### src/sv/wildcard_name_matcher_assert.svh
// Assertion macros for the wildcard name matcher.
// Used by the top level only; expects clk and rst_n in scope.
`ifndef WILDCARD_NAME_MATCHER_ASSERT_SVH
`define WILDCARD_NAME_MATCHER_ASSERT_SVH

// Consequent must hold in the same cycle as the antecedent.
`define WNM_ASSERT_SAME(label, ante, cons) \
  label: assert property (@(posedge clk) disable iff (!rst_n) (ante) |-> (cons)) \
    else $error("wildcard_name_matcher: same-cycle check failed");

// Consequent must hold in the cycle after the antecedent.
`define WNM_ASSERT_NEXT(label, ante, cons) \
  label: assert property (@(posedge clk) disable iff (!rst_n) (ante) |=> (cons)) \
    else $error("wildcard_name_matcher: next-cycle check failed");

`endif

### src/sv/wnm_pkg.sv
// Shared constants, register index codes and the case fold helper
// for the wildcard name matcher. No dependencies.
`timescale 1ns / 1ps

package wnm_pkg;

  localparam int PatternMaxDef = 32;
  localparam int CharW         = 8;
  localparam int CfgDataW      = 64;
  localparam int CfgIdxW       = 3;
  localparam int NumPatRegs    = 4;
  localparam int LenRegW       = 6;

  localparam logic [CharW-1:0] ChStar  = 8'h2A;
  localparam logic [CharW-1:0] ChQuest = 8'h3F;
  localparam logic [CharW-1:0] ChUpA   = 8'h41;
  localparam logic [CharW-1:0] ChUpZ   = 8'h5A;
  localparam logic [CharW-1:0] CaseGap = 8'h20;

  localparam logic [CfgDataW-1:0] PatReset0 = 64'd42;
  localparam logic [LenRegW-1:0]  LenReset  = 6'd1;
  localparam logic                FoldReset = 1'b1;

  typedef enum logic [CfgIdxW-1:0] {
    CFG_PAT_0_7   = 3'd0,
    CFG_PAT_8_15  = 3'd1,
    CFG_PAT_16_23 = 3'd2,
    CFG_PAT_24_31 = 3'd3,
    CFG_LENGTH    = 3'd4,
    CFG_CASE_FOLD = 3'd5
  } cfg_idx_t;

  function automatic logic [CharW-1:0] fold_char(input logic [CharW-1:0] c,
                                                 input logic fold_en);
    logic [CharW-1:0] r;
    r = c;
    if (fold_en && (c >= ChUpA) && (c <= ChUpZ)) begin
      r = c + CaseGap;
    end
    return r;
  endfunction

endpackage

### src/sv/wnm_closure.sv
// Star closure over the position vector as a parallel prefix network.
// Depends on nothing but its parameter.
`timescale 1ns / 1ps

module wnm_closure #(
  parameter int W = 33
) (
  input  logic [W-1:0] vec_in,
  input  logic [W-1:0] prop,    // bit j may be set from bit j-1
  output logic [W-1:0] vec_out
);

  localparam int Levels = (W > 1) ? $clog2(W) : 1;

  always_comb begin
    logic [W-1:0] g;
    logic [W-1:0] p;
    logic [W-1:0] g_o;
    logic [W-1:0] p_o;
    g = vec_in;
    p = prop;
    for (int lv = 0; lv < Levels; lv++) begin
      g_o = g;
      p_o = p;
      for (int j = 0; j < W; j++) begin
        if (j >= (1 << lv)) begin
          g[j] = g_o[j] | (p_o[j] & g_o[j - (1 << lv)]);
          p[j] = p_o[j] & p_o[j - (1 << lv)];
        end
      end
    end
    vec_out = g;
  end

endmodule

### src/sv/wnm_cfg.sv
// Configuration registers and per-position pattern decode.
// Depends on wnm_pkg and wnm_closure.
`timescale 1ns / 1ps

module wnm_cfg import wnm_pkg::*; #(
  parameter int PATTERN_MAX = PatternMaxDef,
  parameter int LW          = $clog2(PATTERN_MAX + 1)
) (
  input  logic                     clk,
  input  logic                     rst_n,
  input  logic                     cfg_we,
  input  logic [CfgIdxW-1:0]       cfg_index,
  input  logic [CfgDataW-1:0]      cfg_data,
  output logic                     rearm_req,
  output logic                     fold_en,
  output logic [LW-1:0]            len_eff,
  output logic [PATTERN_MAX-1:0]   use_mask,
  output logic [PATTERN_MAX-1:0]   star_mask,
  output logic [PATTERN_MAX-1:0]   quest_mask,
  output logic [CharW-1:0]         pchar [PATTERN_MAX],
  output logic [PATTERN_MAX:0]     rearm_vec
);

  logic [CfgDataW-1:0]            pat_r [NumPatRegs];
  logic [LenRegW-1:0]             len_r;
  logic                           fold_r;
  logic [NumPatRegs*CfgDataW-1:0] pat_flat;
  logic [PATTERN_MAX:0]           seed;
  logic [PATTERN_MAX:0]           prop;

  always_ff @(posedge clk) begin
    if (!rst_n) begin
      pat_r[0] <= PatReset0;
      pat_r[1] <= '0;
      pat_r[2] <= '0;
      pat_r[3] <= '0;
      len_r    <= LenReset;
      fold_r   <= FoldReset;
    end else if (cfg_we) begin
      unique case (cfg_idx_t'(cfg_index))
        CFG_PAT_0_7:   pat_r[0] <= cfg_data;
        CFG_PAT_8_15:  pat_r[1] <= cfg_data;
        CFG_PAT_16_23: pat_r[2] <= cfg_data;
        CFG_PAT_24_31: pat_r[3] <= cfg_data;
        CFG_LENGTH:    len_r    <= cfg_data[LenRegW-1:0];
        CFG_CASE_FOLD: fold_r   <= cfg_data[0];
        default: ;
      endcase
    end
  end

  // Writes to unknown indexes are dropped and do not re-arm.
  always_comb begin
    rearm_req = 1'b0;
    if (cfg_we) begin
      unique case (cfg_idx_t'(cfg_index))
        CFG_PAT_0_7, CFG_PAT_8_15, CFG_PAT_16_23, CFG_PAT_24_31,
        CFG_LENGTH, CFG_CASE_FOLD: rearm_req = 1'b1;
        default:                   rearm_req = 1'b0;
      endcase
    end
  end

  assign fold_en  = fold_r;
  assign pat_flat = {pat_r[3], pat_r[2], pat_r[1], pat_r[0]};

  // Clamp an oversized length to the maximum.
  always_comb begin
    if (len_r > LenRegW'(PATTERN_MAX)) begin
      len_eff = LW'(PATTERN_MAX);
    end else begin
      len_eff = LW'(len_r);
    end
  end

  for (genvar i = 0; i < PATTERN_MAX; i++) begin : g_pos
    logic [CharW-1:0] raw;
    assign raw           = pat_flat[i*CharW +: CharW];
    assign use_mask[i]   = (LW'(i) < len_eff);
    assign star_mask[i]  = use_mask[i] && (raw == ChStar);
    assign quest_mask[i] = use_mask[i] && (raw == ChQuest);
    assign pchar[i]      = fold_char(raw, fold_r);
  end

  assign seed = {{PATTERN_MAX{1'b0}}, 1'b1};
  assign prop = {star_mask, 1'b0};

  wnm_closure #(.W(PATTERN_MAX + 1)) u_rearm_closure (
    .vec_in  (seed),
    .prop    (prop),
    .vec_out (rearm_vec)
  );

endmodule

### src/sv/wnm_step.sv
// One NFA step: position transitions for a character, star closure,
// and the end-of-pattern tap. Depends on wnm_pkg and wnm_closure.
`timescale 1ns / 1ps

module wnm_step import wnm_pkg::*; #(
  parameter int PATTERN_MAX = PatternMaxDef,
  parameter int LW          = $clog2(PATTERN_MAX + 1)
) (
  input  logic [PATTERN_MAX:0]   cur,
  input  logic [CharW-1:0]       name_char,
  input  logic                   fold_en,
  input  logic [LW-1:0]          len_eff,
  input  logic [PATTERN_MAX-1:0] use_mask,
  input  logic [PATTERN_MAX-1:0] star_mask,
  input  logic [PATTERN_MAX-1:0] quest_mask,
  input  logic [CharW-1:0]       pchar [PATTERN_MAX],
  output logic [PATTERN_MAX:0]   nxt,
  output logic                   matched
);

  logic [CharW-1:0]       c_f;
  logic [PATTERN_MAX-1:0] stay;
  logic [PATTERN_MAX-1:0] adv;
  logic [PATTERN_MAX:0]   pre;
  logic [PATTERN_MAX:0]   prop;

  assign c_f = fold_char(name_char, fold_en);

  for (genvar i = 0; i < PATTERN_MAX; i++) begin : g_move
    logic hit;
    assign hit     = cur[i] && use_mask[i];
    assign stay[i] = hit && star_mask[i];
    assign adv[i]  = hit && !star_mask[i] && (quest_mask[i] || (pchar[i] == c_f));
  end

  assign pre  = {1'b0, stay} | {adv, 1'b0};
  assign prop = {star_mask, 1'b0};

  wnm_closure #(.W(PATTERN_MAX + 1)) u_step_closure (
    .vec_in  (pre),
    .prop    (prop),
    .vec_out (nxt)
  );

  assign matched = nxt[len_eff];

endmodule

### src/sv/wildcard_name_matcher.sv
// Top level of the wildcard name matcher: input register, NFA state and
// result register. Depends on wnm_pkg, wnm_cfg, wnm_step and the assert header.
//
//  channel | direction | handshake        | payload
//  --------+-----------+------------------+-------------------------------
//  in_     | sink      | in_valid/ready   | in_name_char, in_name_end
//  out_    | source    | out_valid/ready  | out_matched (last char only)
//  cfg_    | sink      | cfg_we, no wait  | cfg_index, cfg_data
//
// One character beat per cycle, sustained unless a name-end beat waits for the
// result slot; its result is registered as it leaves the input register.
// The state update is a single pass of the transition and closure logic,
// so the only loop is state_r through wnm_step.
// Reset (rst_n, synchronous) loads the reset pattern "*" and arms the state.
// A stalled result holds a name-end beat and the beats behind it; others flow.
`timescale 1ns / 1ps
`include "wildcard_name_matcher_assert.svh"

module wildcard_name_matcher import wnm_pkg::*; #(
  parameter int PATTERN_MAX = PatternMaxDef
) (
  input  logic                clk,
  input  logic                rst_n,
  // character stream
  input  logic                in_valid,
  output logic                in_ready,
  input  logic [CharW-1:0]    in_name_char,
  input  logic                in_name_end,
  // match results
  output logic                out_valid,
  input  logic                out_ready,
  output logic                out_matched,
  // configuration writes
  input  logic                cfg_we,
  input  logic [CfgIdxW-1:0]  cfg_index,
  input  logic [CfgDataW-1:0] cfg_data
);

  localparam int LW = $clog2(PATTERN_MAX + 1);

  // Decoded configuration
  logic                   rearm_req;
  logic                   fold_en;
  logic [LW-1:0]          len_eff;
  logic [PATTERN_MAX-1:0] use_mask;
  logic [PATTERN_MAX-1:0] star_mask;
  logic [PATTERN_MAX-1:0] quest_mask;
  logic [CharW-1:0]       pchar [PATTERN_MAX];
  logic [PATTERN_MAX:0]   rearm_vec;

  // Input register
  logic                   s1_valid_r;
  logic                   s1_valid_nxt;
  logic [CharW-1:0]       s1_char_r;
  logic                   s1_end_r;
  logic                   s1_adv;
  logic                   in_fire;

  // NFA state: fresh_r means "start of a name", state then reads as rearm_vec
  logic [PATTERN_MAX:0]   state_r;
  logic                   fresh_r;
  logic [PATTERN_MAX:0]   cur;
  logic [PATTERN_MAX:0]   step_nxt;
  logic                   step_match;

  // Result register
  logic                   out_valid_r;
  logic                   out_matched_r;
  logic                   out_free;

  wnm_cfg #(.PATTERN_MAX(PATTERN_MAX), .LW(LW)) u_cfg (
    .clk        (clk),
    .rst_n      (rst_n),
    .cfg_we     (cfg_we),
    .cfg_index  (cfg_index),
    .cfg_data   (cfg_data),
    .rearm_req  (rearm_req),
    .fold_en    (fold_en),
    .len_eff    (len_eff),
    .use_mask   (use_mask),
    .star_mask  (star_mask),
    .quest_mask (quest_mask),
    .pchar      (pchar),
    .rearm_vec  (rearm_vec)
  );

  // Handshake: a name-end beat needs a free result slot, others never wait.
  assign out_free     = !out_valid_r || out_ready;
  assign s1_adv       = s1_valid_r && (!s1_end_r || out_free);
  assign in_ready     = !s1_valid_r || s1_adv;
  assign in_fire      = in_valid && in_ready;
  assign s1_valid_nxt = in_fire || (s1_valid_r && !s1_adv);

  always_ff @(posedge clk) begin
    if (!rst_n) begin
      s1_valid_r <= 1'b0;
    end else begin
      s1_valid_r <= s1_valid_nxt;
    end
  end

  // Payload: load on every accepted beat, hold otherwise.
  always_ff @(posedge clk) begin
    if (in_fire) begin
      s1_char_r <= in_name_char;
      s1_end_r  <= in_name_end;
    end
  end

  // A fresh name starts from position zero plus its star closure, taken from
  // the current pattern, so a re-arm after a config write sees the new pattern.
  assign cur = fresh_r ? rearm_vec : state_r;

  wnm_step #(.PATTERN_MAX(PATTERN_MAX), .LW(LW)) u_step (
    .cur        (cur),
    .name_char  (s1_char_r),
    .fold_en    (fold_en),
    .len_eff    (len_eff),
    .use_mask   (use_mask),
    .star_mask  (star_mask),
    .quest_mask (quest_mask),
    .pchar      (pchar),
    .nxt        (step_nxt),
    .matched    (step_match)
  );

  // Advance the state on every character; re-arm on name end or config write.
  always_ff @(posedge clk) begin
    if (!rst_n) begin
      fresh_r <= 1'b1;
    end else if (rearm_req) begin
      fresh_r <= 1'b1;
    end else if (s1_adv) begin
      fresh_r <= s1_end_r;
    end
  end

  always_ff @(posedge clk) begin
    if (s1_adv && !s1_end_r) begin
      state_r <= step_nxt;
    end
  end

  // Result register: fill on a name-end beat, drop once taken.
  always_ff @(posedge clk) begin
    if (!rst_n) begin
      out_valid_r <= 1'b0;
    end else if (s1_adv && s1_end_r) begin
      out_valid_r <= 1'b1;
    end else if (out_ready) begin
      out_valid_r <= 1'b0;
    end
  end

  always_ff @(posedge clk) begin
    if (s1_adv && s1_end_r) begin
      out_matched_r <= step_match;
    end
  end

  assign out_valid   = out_valid_r;
  assign out_matched = out_matched_r;

  // Checks on the pipeline control
  `WNM_ASSERT_NEXT(a_end_rearms, s1_adv && s1_end_r, fresh_r)
  `WNM_ASSERT_SAME(a_result_from_end, $rose(out_valid_r), $past(s1_adv && s1_end_r))
  `WNM_ASSERT_SAME(a_stall_only_on_end, !in_ready,
                   s1_valid_r && s1_end_r && out_valid_r && !out_ready)
  `WNM_ASSERT_NEXT(a_held_result_stays, out_valid_r && !out_ready,
                   out_valid_r && $stable(out_matched_r))

endmodule
### config.mk
export PLATFORM = sky130hd
export DESIGN_NAME = wildcard_name_matcher
export DESIGN_NICKNAME = d
export VERILOG_FILES = /design/src/sv/wnm_pkg.sv /design/src/sv/wnm_closure.sv /design/src/sv/wnm_cfg.sv /design/src/sv/wnm_step.sv /design/src/sv/wildcard_name_matcher.sv
export VERILOG_INCLUDE_DIRS = /design/src /design/src/sv
export SDC_FILE = /design/constraint.sdc
export NUM_CORES = 1
export LEC_CHECK = 0
export BUFFER_PORTS_ARGS = -buffer_cell sky130_fd_sc_hd__buf_2
export CAP_MARGIN = 10
export CELL_PAD_IN_SITES_DETAIL_PLACEMENT = 1
export CELL_PAD_IN_SITES_GLOBAL_PLACEMENT = 1
export CORE_ASPECT_RATIO = 1.5
export CORE_MARGIN = 1
export CORE_UTILIZATION = 40
export CTS_CLUSTER_DIAMETER = 30
export CTS_CLUSTER_SIZE = 10
export DETAILED_ROUTE_END_ITERATION = 8
export HOLD_SLACK_MARGIN = 0.15
export PLACE_DENSITY_LB_ADDON = 0.08
export SETUP_SLACK_MARGIN = 0.2
export SLEW_MARGIN = 30
export SYNTH_ARGS = -nofsm -noshare
export SYNTH_HDL_FRONTEND = slang
export SYNTH_HIERARCHICAL = 1
export SYNTH_SLANG_ARGS = --single-unit
### constraint.sdc
create_clock -name clk -period 6.3 [get_ports clk]
set_input_delay 0.315 -clock clk [delete_from_list [all_inputs] [get_ports clk]]
set_output_delay 0.315 -clock clk [all_outputs]
set_load 0.02 [all_outputs]
==> metrics.cfg <==
[run_status]
run_status=completed

[setup_path]
crit_path_start_kind=register
crit_start=u_cfg/len_r[4]
cp_data_arrival_time_ns=6.44
ff2ff_path_depth=26
cp-end-kind=register
reg2reg_from=u_cfg/len_r[4]
critical_path_class=register to register
crit_path_end=out_matched
crit_required_ns=6.79
crit_fanout=5
r2r_setup_slack_ns=0.35
worstReg2RegEnd=out_matched

[floorplan]
ios=84
die_h_microns=303.4
start_util_pct=40.37
design.die.area_sq_mm=0.06158
coreArea_sq_mm=0.06001
num_rows=110
die-width_microns=202.9

[place]
place_ws_ns=0.1005
place_area_sq_mm=0.02578
gp_congestion=1.025
port_buffers=83
hpwlAfterDp_mm=76.75

[global_routing]
grt_pass1_wl_mm=149.2
antenna_found_initial=1
globalRouteOverflowTotal=0
grt_pass1_vias=23120
track_usage_pct=33.17
grt_max_degree=65

[clocking]
htreeDepth=3
clock-root-buffer=clkbuf_16
clk_latency_ns=0.63
clock_sink_count=308
clock_path_buffers=3
clk_pin_slew_ns=0.05
cts_tree=done
cts_buffers=73

[route]
drt_iter0_drc=1595
drc=0
wl_per_cell_microns=28.31
met3_length_mm=4.878
wl_met1_mm=39.64
met2_length_mm=51.85
dr.max_layer_used=met5
routed_wl_mm=102.5
firstDrtPassIters=5
detail_route.vias_per_cell=6.039
vias=21870
antenna_left=0

[pwr]
clockPowerShare_pct=52.9
netSwitchingFraction_pct=27.82
p_sw_uw=2089
power_leakage_uw=0.01151
p_per_area_mw_per_mm2=255.4
worst_ir_drop_vdd_mv=0.2138
combPwrFrac_pct=13.1
seqPwrFrac_pct=34.0
p_int_uw=5421

[synth]
syn_inst=2546
ys_warn_count=6
avgSynthCellArea_sq_um=9.516
synth_area_sq_mm=0.02423

[timing]
setup_viol=0
hold_violations=0
period_minus_slack_ns=5.948
timing.final.crit_share_pct=94.41
worst_slack_ns=0.3524
fmax_mhz=168.1
grt_setup_unrepaired=no
setup_tns_ns=0
tightest_slew_ns=1.059
drv_slew=0
maxSlewHeadroom_pct=28.63
clock_skew_ns=0.02417

[finish]
nFillCells=6763
multi_input_area_sq_mm=0.01345
area_growth_pct=21.38
register_area_sq_mm=0.009158
fin_nets=2888
layout-drive-gt1-share_pct=20.25
fin_area_sq_mm=0.02941

[min_path]
worstHoldPathType=input pin to register

[job]
drv_cap=0

sequential cells by signal, summed over array words and instances (netlist names):
signal / cells
fresh_r: 1
s1_end_r: 1
u_cfg/fold_en: 1
state_r: 32
out_matched: 1
s1_valid_r: 1
u_cfg/len_r: 6
out_valid: 1
u_cfg/pat_r: 256
s1_char_r: 8
cell type report:
type                            instances  area share, %
Clock inverter                         54          2.327
Tap cell                              784          3.336
Multi-Input combinational cell       1919          45.74
Sequential cell                       308          31.14
Inverter                              114          1.455
Timing Repair Buffer                  358          9.514
Clock buffer                           81          6.459
Antenna cell                            3        0.02553
stage by stage:
stage                     hold slack, ns  util [%]  power (uW)  instances
after floorplan                   0.4139         -        3192       2616
after global placement            0.4934     42.85        3464       3395
after detailed placement          0.4939     42.97        3504       3397
after CTS                         0.2321     48.61        7542       3612
after global routing              0.2693     48.99        7730       3618
final                             0.2594     49.00        7510       3621
power by group through the flow:
| stage | Sequential (uW) | Combinational (uW) | Clock (uW) |
|---|---|---|---|
| 3_5_place_dp | 2590 | 918 | 0 |
| 4_1_cts | 2550 | 962 | 4030 |
| 3_3_place_gp | 2580 | 885 | 0 |
| 5_1_grt | 2570 | 1050 | 4110 |
| 6_report | 2550 | 986 | 3970 |
| 2_1_floorplan | 2520 | 669 | 0 |
layer usage:
| metal | GRT usage [%] | up-vias |
|---|---|---|
| li1 | - | 9782 |
| met1 | 37.34 | 11060 |
| met2 | 59.25 | 738 |
| met3 | 4.969 | 283 |
| met4 | 19.75 | 2 |
| met5 | 0 | - |
critical path, stage by stage, from the launching register on:
cell      delay, ns
dfxtp_1        0.47
nor3_1         0.09
buf_4          0.16
inv_1          0.13
buf_4          0.19
nand4_1        0.14
nor2_2         0.26
and3_1         0.35
o211ai_1       0.17
and2_1         0.23
o21bai_1       0.20
mux2_4         0.21
nand2_1        0.06
nor2_1         0.26
nor4b_1        0.36
o221ai_1       0.22
o31ai_1        0.59
a21o_1         0.22
a221oi_2       0.07
nand2_2        0.15
o21ai_4        0.08
buf_4          0.15
o41ai_2        0.35
mux4_2         0.30
mux4_2         0.24
nand3b_1       0.07
nand3_1        0.08
what timing repair did:
item	in CTS	in global routing
gates resized for setup	4	45
pin swaps	3	23
setup endpoints to repair	1	1
endpoints found under the hold margin	275	0
buffers inserted	2	6
hold buffers	78	0
cloned	0	0
worst min-delay path by stage:
stage,start,endpoint,slack [ns],depth (start not counted)
finish,cfg_we,fresh_r,0.26,4
CTS,cfg_index[0],u_cfg/len_r[1],0.23,4
global route,cfg_index[0],u_cfg/len_r[0],0.27,3
floorplan,in_name_char[0],s1_char_r[0],0.41,0
detailed placement,in_name_end,s1_end_r,0.49,1
global placement,in_name_char[4],s1_char_r[4],0.49,1
cells in the final DEF (no fill, tap or decap), drive strengths merged, types with 58 or more instances in the layout:
master and n:
clkbuf 81, nand3 92, inv 121, conb 72, nor2 148, dlygate4sd3 78
xor2 89, o21ai 61, xnor2 77, edfxtp 298, and2 284, buf 280
a21oi 126, a21o 58, nand2 112, nor3 75
(Power assumes the default switching activity.)
